==> src/design/tnb_pkg.sv <==
// shared widths, register codes and types for the triangle normal block
package tnb_pkg;

  localparam int POS_W  = 32;
  localparam int NORM_W = 16;
  localparam int CT_W   = 16;
  localparam int NT_W   = NORM_W - 1;
  localparam int RAD_W  = POS_W - 1;
  localparam int E_W    = POS_W + 1;
  localparam int LO_W   = 32;
  localparam int MUL_W  = (E_W > LO_W + 1) ? E_W : LO_W + 1;
  localparam int PROD_W = 2 * MUL_W;
  localparam int C_W    = 2 * E_W + 2;
  localparam int M_W    = 30;
  localparam int SQ_W   = 2 * M_W + 2;
  localparam int BIT_W  = SQ_W - 1;
  localparam int LEN_W  = M_W + 1;
  localparam int QW     = NORM_W;
  localparam int DIV_W  = LEN_W + QW;
  localparam int ACC_W  = 2 * LO_W + 2;
  localparam int TSQ_W  = 2 * CT_W;
  localparam int CNT_W  = ($clog2(QW) > 4) ? $clog2(QW) : 4;

  localparam int ADDR_W    = 3;
  localparam int DATA_W    = 32;
  localparam int REG_IDX_W = 1;
  localparam logic [REG_IDX_W-1:0] REG_CT = 1'b0;
  localparam logic [REG_IDX_W-1:0] REG_NT = 1'b1;

  localparam logic [CT_W-1:0] CT_RESET = CT_W'(7);
  localparam logic [NT_W-1:0] NT_RESET = NT_W'(2);

  localparam logic signed [NORM_W-1:0] NORM_ONE = NORM_W'(1) << (NORM_W - 2);
  localparam logic signed [POS_W-1:0]  POS_MAX  = {1'b0, {(POS_W-1){1'b1}}};
  localparam logic signed [POS_W-1:0]  POS_MIN  = {1'b1, {(POS_W-1){1'b0}}};

  typedef struct packed {
    logic                    clear;
    logic                    update;
    logic signed [POS_W-1:0] px;
    logic signed [POS_W-1:0] py;
    logic signed [POS_W-1:0] pz;
  } bnd_ctrl_t;

endpackage

==> src/design/tnb_mul.sv <==
// shared signed multiplier with registered product
module tnb_mul (
  input  logic                               clk_i,
  input  logic signed [tnb_pkg::MUL_W-1:0]   a_i,
  input  logic signed [tnb_pkg::MUL_W-1:0]   b_i,
  output logic signed [tnb_pkg::PROD_W-1:0]  prod_o
);
  import tnb_pkg::*;

  logic signed [PROD_W-1:0] prod_q;

  // one product per cycle, available the cycle after issue
  always_ff @(posedge clk_i) begin
    prod_q <= a_i * b_i;
  end

  assign prod_o = prod_q;
endmodule

==> config.mk <==
export PLATFORM = sky130hd
export DESIGN_NAME = tnb_mul
export DESIGN_NICKNAME = d
export VERILOG_FILES = /design/src/design/tnb_pkg.sv /design/src/design/tnb_mul.sv
export SDC_FILE = /design/constraint.sdc
export NUM_CORES = 2
export LEC_CHECK = 0
export BUFFER_PORTS_ARGS = -buffer_cell sky130_fd_sc_hd__buf_4
export CAP_MARGIN = 10
export CORE_ASPECT_RATIO = 1.1
export CORE_MARGIN = 10
export CORE_UTILIZATION = 61
export DETAILED_ROUTE_END_ITERATION = 12
export PLACE_DENSITY = 0.8
export SLEW_MARGIN = 20
export SYNTH_ARGS = -nofsm -noshare
export SYNTH_HDL_FRONTEND = slang
export SYNTH_SLANG_ARGS = --single-unit
==> constraint.sdc <==
create_clock -name clk_i -period 12.5 [get_ports clk_i]
set_input_delay 2.5 -clock clk_i [delete_from_list [all_inputs] [get_ports clk_i]]
set_output_delay 2.5 -clock clk_i [all_outputs]
set_load 0.02 [all_outputs]
==> results.ini <==
[status]
status = finished clean

[final_layout]
drive_above_1_share_pct = 4.40
multi_input_area_sq_um = 34300
final_nets = 5692
instances_no_fill = 5130
syn_to_final_growth_pct = 3.80
fill_cells = 5283
largest_register_ffs = 66
final-seq-area_sq_um = 1320

[synthesis]
ys_seq_area_share_pct = 3.24
synthMuxAreaShare_pct = 0
syn_area_sq_um = 40700
synth_fp_nets = 5767
synth-simple-area-share_pct = 15.8
synth_compound_area_share_pct = 4.07
synth_edf_count = 0
synthXorXnorAreaFrac_pct = 1.46
synth.avg_cell_area_sq_um = 9.39
synthFlopType = dfxtp_1
synth_fa_ha_area_share_pct = 62.9
ys_types = 80
synth_top_family_by_area = adder cells
ys_seq_elements = 66
synthCells = 4338
ys_warn_count = 0
async_flop_share_pct = 0

[route]
viasPerCell = 5.72
wl_per_cell_um = 20.6
postRouteAntennaNets = 0
detail_route.wirelength_um = 106000
firstDrtPassIters = 8
wl_met1_um = 34600
drt_iter0_markers = 1949
wl_met3_um = 6710
top_layer = met4
wl_met2_um = 55300
vias = 29300
drc = 0

[clock_tree]
cts_tree = done
cts_setup_buffers = 0
ctsResizeCount = 0
cts_root_buf = clkbuf_16
postCtsHoldBufs = 0
cts_max_level = 3
clk_path_buf_depth = 2
cts.sinks = 66
path_clk_slew_ns = 0.07
cts_made_buffers = 9

[run]
cap_viol_max_count = 0

[worst_setup_path]
crit_path_cell_trace = buf_4 > nand2_1 > inv_1 > fa_1 > fa_1 > inv_1 > fa_1 > inv_1 > fa_1 > fa_1 > fa_1 > fa_1 > inv_1 > fa_1 > inv_1 > ha_1 > and2_1 > and3_1 > nand4_1 > nor4_1 > a21oi_4 > or3b_1 > nand3_1
cpMostUsedCell = fa_1
worst-setup-path-type = in -> reg
cp.required_ns = 12.80
crit_arrival_ns = 10.46
slowest_stage = fa_1
crit_path_start_kind = input port
slowest_delay_ns = 1.26
crit_fanout = 33
critPathCaptureType = flop

[global_routing]
grt_pass1_vias = 32900
grt_max_degree = 34
track_usage_pct = 28.6
grt_pass1_wl_um = 172000
antenna_found_initial = 4
gr-total-overflow = 0

[floorplan]
initial_core_util_pct = 61.5
die_x_um = 266
rows = 99
core_sq_um = 66300
ios = 133
die-area_sq_um = 77500
fp.dieH_um = 291

[timing]
setup_viol = 0
hold_violations = 0
drv_slew = 0
worst_pin_slew_ns = 1.13
min_period_over_period_pct = 81.3
fin_crit_ns = 10.16
rsz0062_at_grt = false
setup_tns_ns = 0
fmax_mhz = 98.5
slew-limit-headroom_pct = 24.5

[place]
gp_congestion = 1.02
port_buffers = 132
dpl.cell_count = 5110
hpwlAfterDp_um = 87500

[worst_hold_path]
hold_path_class = in -> reg

cells by family (layout without fill, tap and decap cells):
kind of cell | count (synthesis) | in the layout
compound gates | 219 | 219
xor+xnor | 68 | 68
fa+ha+maj | 1362 | 1362
buf+inv | 1352 | 1282
flops | 66 | 66
other cells | 0 | 4
simple gates | 1271 | 1271
synthesized netlist by cell type, types with 12 or more instances:
library cell	n	area share (%)
fa_1	1145	56
inv_1	1131	10
and2_1	562	8.6
nand2_1	551	5.1
ha_1	217	6.7
clkbuf_1	208	1.9
nor2_1	68	0.63
dfxtp_1	66	3.2
a21oi_1	57	0.70
xnor2_1	43	0.92
a21o_1	36	0.66
nand3_1	25	0.31
o21ai_0	25	0.31
xor2_1	25	0.54
nand2b_1	12	0.18
stage by stage:
stage / area, sq um / worst slack, ns / hold WS [ns] / utilization [%]
after floorplan: 40700 / 2.76 / 2.63 / -
final: 42300 / 2.34 / 2.60 / 63.8
after detailed placement: 42000 / 2.02 / 2.91 / 63.3
after global placement: 42000 / 2.20 / 2.91 / 63.3
after CTS: 42300 / 2.36 / 2.58 / 63.8
after global routing: 42300 / 1.95 / 2.60 / 63.8
final cells by class:
cell class	instances	area share, %
repair buffers	135	2.40
well taps	858	2.54
multi-input cells	2920	81.2
flip-flops and latches	66	3.12
clock buffers	9	0.533
inverters	1131	10.0
diodes	4	0.0237
clock inverters	7	0.183
placed cells by master, fill, tap and decap left out, drive strengths merged, types with 6 or more instances in the layout:
cell type	instances
a211o	6
a211oi	11
a21o	38
a21oi	61
a31oi	9
and2	563
and3	6
buf	135
clkbuf	9
dfxtp	66
fa	1145
ha	217
inv	1133
nand2	551
nand2b	12
nand3	26
nand4	12
nor2	68
nor3	7
o21a	6
o21ai	33
o21bai	11
o31ai	7
xnor2	43
xor2	25
final timing paths:
path                   start  cells after the start            endpoint  slack [ns]
worst max-delay path  b_i[6]                     23  prod_o[63]$_DFF_P_        2.34
worst min-delay path  b_i[0]                      2   prod_o[0]$_DFF_P_        2.60
layer usage:
metal  global-route usage (%)  up-vias
li1                         -    12200
met1                     31.4    15400
met4                     21.6        0
met3                     3.82      446
met2                     49.7     1326
met5                        0        -
critical path: cells and delay by family:
| family | cells | cell delay, ns |
|---|---|---|
| buffers and inverters | 6 | 0.81 |
| AO/OA/AOI/OAI | 1 | 0.19 |
| adder cells (fa/ha/maj) | 9 | 5.26 |
| AND/OR/NAND/NOR | 7 | 1.65 |
Power is left out: the tool's default activity adds up to more than one toggle a clock period on the data nets, which glitch-free logic cannot reach.
