--- src/design/tnb_pkg.sv ---
// shared widths, register codes and types for the triangle normal block
package tnb_pkg;

  localparam int POS_W  = 32;
  localparam int NORM_W = 16;
  localparam int CT_W   = 16;
  localparam int NT_W   = NORM_W - 1;
  localparam int RAD_W  = POS_W - 1;
  localparam int E_W    = POS_W + 1;
  localparam int LO_W   = 32;
  localparam int MUL_W  = (E_W > LO_W + 1) ? E_W : LO_W + 1;
  localparam int PROD_W = 2 * MUL_W;
  localparam int C_W    = 2 * E_W + 2;
  localparam int M_W    = 30;
  localparam int SQ_W   = 2 * M_W + 2;
  localparam int BIT_W  = SQ_W - 1;
  localparam int LEN_W  = M_W + 1;
  localparam int QW     = NORM_W;
  localparam int DIV_W  = LEN_W + QW;
  localparam int ACC_W  = 2 * LO_W + 2;
  localparam int TSQ_W  = 2 * CT_W;
  localparam int CNT_W  = ($clog2(QW) > 4) ? $clog2(QW) : 4;

  localparam int ADDR_W    = 3;
  localparam int DATA_W    = 32;
  localparam int REG_IDX_W = 1;
  localparam logic [REG_IDX_W-1:0] REG_CT = 1'b0;
  localparam logic [REG_IDX_W-1:0] REG_NT = 1'b1;

  localparam logic [CT_W-1:0] CT_RESET = CT_W'(7);
  localparam logic [NT_W-1:0] NT_RESET = NT_W'(2);

  localparam logic signed [NORM_W-1:0] NORM_ONE = NORM_W'(1) << (NORM_W - 2);
  localparam logic signed [POS_W-1:0]  POS_MAX  = {1'b0, {(POS_W-1){1'b1}}};
  localparam logic signed [POS_W-1:0]  POS_MIN  = {1'b1, {(POS_W-1){1'b0}}};

  typedef struct packed {
    logic                    clear;
    logic                    update;
    logic signed [POS_W-1:0] px;
    logic signed [POS_W-1:0] py;
    logic signed [POS_W-1:0] pz;
  } bnd_ctrl_t;

endpackage

--- src/design/tnb_bounds.sv ---
// running bounding box and half-largest-extent radius
module tnb_bounds (
  input  logic                        clk_i,
  input  logic                        rst_ni,
  input  tnb_pkg::bnd_ctrl_t          ctrl_i,
  output logic [tnb_pkg::RAD_W-1:0]   radius_o
);
  import tnb_pkg::*;

  logic signed [POS_W-1:0] min_q [3];
  logic signed [POS_W-1:0] max_q [3];
  logic signed [POS_W-1:0] pos   [3];
  logic [E_W-1:0]          ext   [3];
  logic [E_W-1:0]          ext_max;
  logic [POS_W-1:0]        half;

  assign pos[0] = ctrl_i.px;
  assign pos[1] = ctrl_i.py;
  assign pos[2] = ctrl_i.pz;

  // box update, clear on new mesh
  always_ff @(posedge clk_i or negedge rst_ni) begin
    if (!rst_ni) begin
      for (int i = 0; i < 3; i++) begin
        min_q[i] <= POS_MAX;
        max_q[i] <= POS_MIN;
      end
    end else if (ctrl_i.clear) begin
      for (int i = 0; i < 3; i++) begin
        min_q[i] <= POS_MAX;
        max_q[i] <= POS_MIN;
      end
    end else if (ctrl_i.update) begin
      for (int i = 0; i < 3; i++) begin
        if (pos[i] < min_q[i]) min_q[i] <= pos[i];
        if (pos[i] > max_q[i]) max_q[i] <= pos[i];
      end
    end
  end

  // largest extent, halved and saturated
  always_comb begin
    for (int i = 0; i < 3; i++) begin
      ext[i] = E_W'(max_q[i]) - E_W'(min_q[i]);
    end
    ext_max = ext[0];
    if (ext[1] > ext_max) ext_max = ext[1];
    if (ext[2] > ext_max) ext_max = ext[2];
    half = ext_max[E_W-1:1];
    radius_o = half[POS_W-1] ? {RAD_W{1'b1}} : half[RAD_W-1:0];
  end
endmodule

--- config.mk ---
export PLATFORM = sky130hd
export DESIGN_NAME = tnb_bounds
export DESIGN_NICKNAME = d
export VERILOG_FILES = /design/src/design/tnb_pkg.sv /design/src/design/tnb_bounds.sv
export SDC_FILE = /design/constraint.sdc
export NUM_CORES = 1
export LEC_CHECK = 0
export BUFFER_PORTS_ARGS = -buffer_cell sky130_fd_sc_hd__buf_4
export CORE_UTILIZATION = 30
export DETAILED_ROUTE_END_ITERATION = 8
export GPL_TIMING_DRIVEN = 0
export PLACE_DENSITY_LB_ADDON = 0.08
export RECOVER_POWER = 100
export SYNTH_ARGS = -nofsm -noshare
export SYNTH_HDL_FRONTEND = slang
export SYNTH_SLANG_ARGS = --single-unit
--- constraint.sdc ---
create_clock -name clk_i -period 7.68 [get_ports clk_i]
set_input_delay 0.384 -clock clk_i [delete_from_list [all_inputs] [get_ports clk_i]]
set_output_delay 0.384 -clock clk_i [all_outputs]
set_load 0.02 [all_outputs]
==> results.py <==
metrics = {
    "final_layout": {
        "antenna-diode-count": 0,
        "finish.utilization_pct": 36.7,
        "drive_above_1_share_pct": 17.8,
        "syn_to_final_growth_pct": 21.2,
        "instances_no_fill": 3362,
        "final_nets": 2946,
    },
    "die": {
        "num_rows": 93,
        "initial_core_util_pct": 30.3,
        "floorplan.die.width_microns": 257,
        "design.die.area_sq_um": 66200,
        "dieHeight_microns": 257,
        "io-pin-count": 131,
        "fp.coreArea_sq_um": 64500,
    },
    "grt": {
        "gr-total-overflow": 0,
        "largest_net_degree_at_the_start_of_global_routing": 105,
        "first_global_vias": 17400,
        "antenna_found_initial": 0,
        "grt_first_pass_wirelength_microns": 106000,
        "global_route.usage.total_pct": 20.8,
    },
    "placed_design": {
        "port-buffer-count": 128,
        "numPlacedInstances": 3275,
        "gp_congestion": 0.884,
        "detailed_place_hpwl_microns": 54900,
    },
    "synthesis": {
        "synthTopCellsByArea": "ha_1 (22%), dfstp_2 (13%), dfrtp_1 (12%)",
        "post-synth-top-area-fraction_pct": 22.3,
        "synth-async-reset-ratio_pct": 100,
        "netlist-cell-type-count": 76,
        "post_synth_instance_area_sq_um": 19500,
        "synth-warning-count": 0,
        "synth-main-ff-cell": "dfstp_2",
        "yosys.cell_count.top_type": "ha_1",
        "number_of_standard_cells_after_synthesis": 2290,
        "postSynthRegisterBits": 192,
        "seq_area_frac_synth_pct": 25.2,
        "synth_enable_flop_cells": 0,
        "netlist.top_cell.by_area": "ha_1",
        "average_footprint_of_a_synthesized_cell_sq_um": 8.54,
        "synth_nets": 2742,
        "synth_top_cells_by_count": "ha_1 (349), inv_1 (256), nand2_1 (215)",
    },
    "drt": {
        "drt_iter0_drc": 1046,
        "wl_microns": 68300,
        "drt_first_pass_iters": 5,
        "vias_per_cell": 5.14,
        "drt.antenna.violating_nets": 0,
        "post_drt_wl_per_cell_microns": 20.3,
        "vias": 17300,
        "residual_drc": 0,
    },
    "worst_setup_path": {
        "cp_data_required_time_ns": 7.30,
        "cpPeakStageDelay_ns": 0.58,
        "worstPathMaxFanout": 11,
        "setup.worst_path.class": "reg -> out",
        "crit_buf_inv": 11,
        "worst_path_dominant_cell_family": "compound AO/OA/AOI/OAI gates",
        "critPathCapture": "radius_o[2]",
        "rr_endpoint": "max_q[71]",
        "worstSetupEndpointType": "primary output",
        "critPathLaunch": "min_q[64]",
        "regToRegSetupSlack_ns": 2.97,
        "critical-path-slowest-cell": "dfstp_2",
        "cp.depth": 39,
        "crit_path_start_kind": "flip-flop",
        "timing.critical_path.arrival_ns": 8.43,
        "r2r-start": "max_q[95]",
        "reg2regPathDepth": 12,
    },
    "timing": {
        "finClkSkew_ns": 0.0143,
        "final_slew_violations": 195,
        "hold_slack_ns": 0.155,
        "setup_violations": 31,
        "rsz0062_at_grt": "yes",
        "fin_ws_ns": -1.14,
        "timing_worst_slew_pin_value_ns": 5.30,
        "fin_crit_sh_pct": 115,
        "timing.final.hold_violations": 0,
        "achievable-frequency_mhz": 113,
        "timing.slew.headroom_pct": -254,
        "layout_min_cycle_time_ns": 8.82,
    },
    "clocking": {
        "cts_tree": "built",
        "numClockSinks": 192,
        "clk_pin_slew_ns": 0.08,
        "later_pin_clock_latency_in_the_skew_report_ns": 0.50,
        "ctsHtreeMaxLevel": 4,
        "cts_inserted_buffers": 17,
        "cts.path.max_buffers": 2,
        "root_buffer": "clkbuf_16",
    },
    "run": {
        "maxCapViolations": 2,
    },
    "min_path": {
        "hp-class": "in -> reg",
    },
    "power_and_ir_drop": {
        "vdd_ir_drop_max_v": 0.000309,
        "cellPowerDensity_nw_per_um2": 322,
        "leakage_nw": 11.8,
        "post-layout-total-power_mw": 7.62,
    },
    "outcome": {
        "result_of_the_run": "complete, but fails checks",
        "failed_checks": "capacitance limit, slew limit, setup timing",
    },
}
[report_power, final]
part | internal [mW] | leakage (nW) | switching (mW)
Clock | 0.521 | 0.286 | 0.445
Combinational | 2.33 | 9.17 | 3.09
Sequential | 1.17 | 2.30 | 0.0629
[flip-flops by register name, indices dropped and copies added (netlist names)]
name   flops
max_q     96
min_q     96
[layer usage]
metal	wire (microns)	GRT usage [%]	share of wire, %
met1	33500	28.7	49
met2	31900	34.3	47
met3	1680	2.65	2.5
met4	1230	5.16	1.8
met5	0	0	0
[timing repair]
item / 4_1_cts / 5_1_grt
hold buffers: 1 / 0
pin swaps: 45 / 18
cloned: 3 / 2
hold endpoints to repair: 41 / 0
setup endpoints to repair: 31 / 31
setup buffers: 40 / 10
gates resized for setup: 144 / 31
[cell families (layout without fill, tap and decap cells)]
group / after synthesis / in the layout / share of synthesized area, %
AO/OA/AOI/OAI: 604 / 604 / 20.9
AND/OR/NAND/NOR: 601 / 601 / 14.3
adder cells (fa/ha/maj): 352 / 352 / 22.6
buffers and inverters: 327 / 544 / 6.47
flip-flops: 192 / 192 / 25.2
multiplexers: 132 / 132 / 6.86
XOR/XNOR: 82 / 82 / 3.67
[worst min path at each step]
stage	start	to	slack [ns]	depth (start not counted)
2_1_floorplan	rst_ni	max_q[0]	0.09	0
3_3_place_gp	min_q[63]	min_q[63]	0.50	2
3_5_place_dp	rst_ni	max_q[41]	0.47	1
4_1_cts	ctrl_i[54]	min_q[54]	0.1	3
5_1_grt	ctrl_i[40]	min_q[40]	0.13	3
6_report	ctrl_i[53]	min_q[53]	0.15	3
[through the flow]
stage               worst slack (ns)  TNS (ns)  cell area [sq um]
finish                         -1.14    -32.21              23700
global route                   -1.40    -65.10              23700
global placement               -2.42    -71.63              21700
CTS                            -1.05    -30.47              23400
floorplan                     0.0106         0              19700
detailed placement             -2.39    -70.89              21800
[layout make-up]
class,instances,area [sq um]
plain buffers,70,400
clock buffers,23,458
clock inverters,9,134
fillers,6714,40800
inverters,256,961
multi-input cells,1771,14200
flip-flops and latches,192,4920
well taps,855,1070
repair buffers,186,1530
[worst reg2reg max path, stage by stage, from the launching register on]
cell,delay [ns]
dfstp_1,0.53
inv_1,0.08
ha_1,0.36
nand4_1,0.11
or2_2,0.35
nor4_1,0.57
nand4_1,0.32
o21bai_1,0.37
a31o_2,0.29
nor2_1,0.58
clkbuf_1,0.70
mux2i_1,0.27
nor2_1,0.06
[cells in the final DEF, fill, tap and decap left out, types with 62 or more instances in the layout]
| master | instances |
|---|---|
| a21oi_1 | 133 |
| clkbuf_1 | 65 |
| buf_4 | 153 |
| nor2_1 | 140 |
| nand2_1 | 203 |
| inv_1 | 253 |
| ha_1 | 336 |
| o21ai_0 | 62 |
| a21o_1 | 112 |
| mux2i_1 | 114 |
| dfrtp_1 | 96 |
| dfstp_2 | 94 |
| o211ai_1 | 77 |
Power figures use the tool's default switching activity.
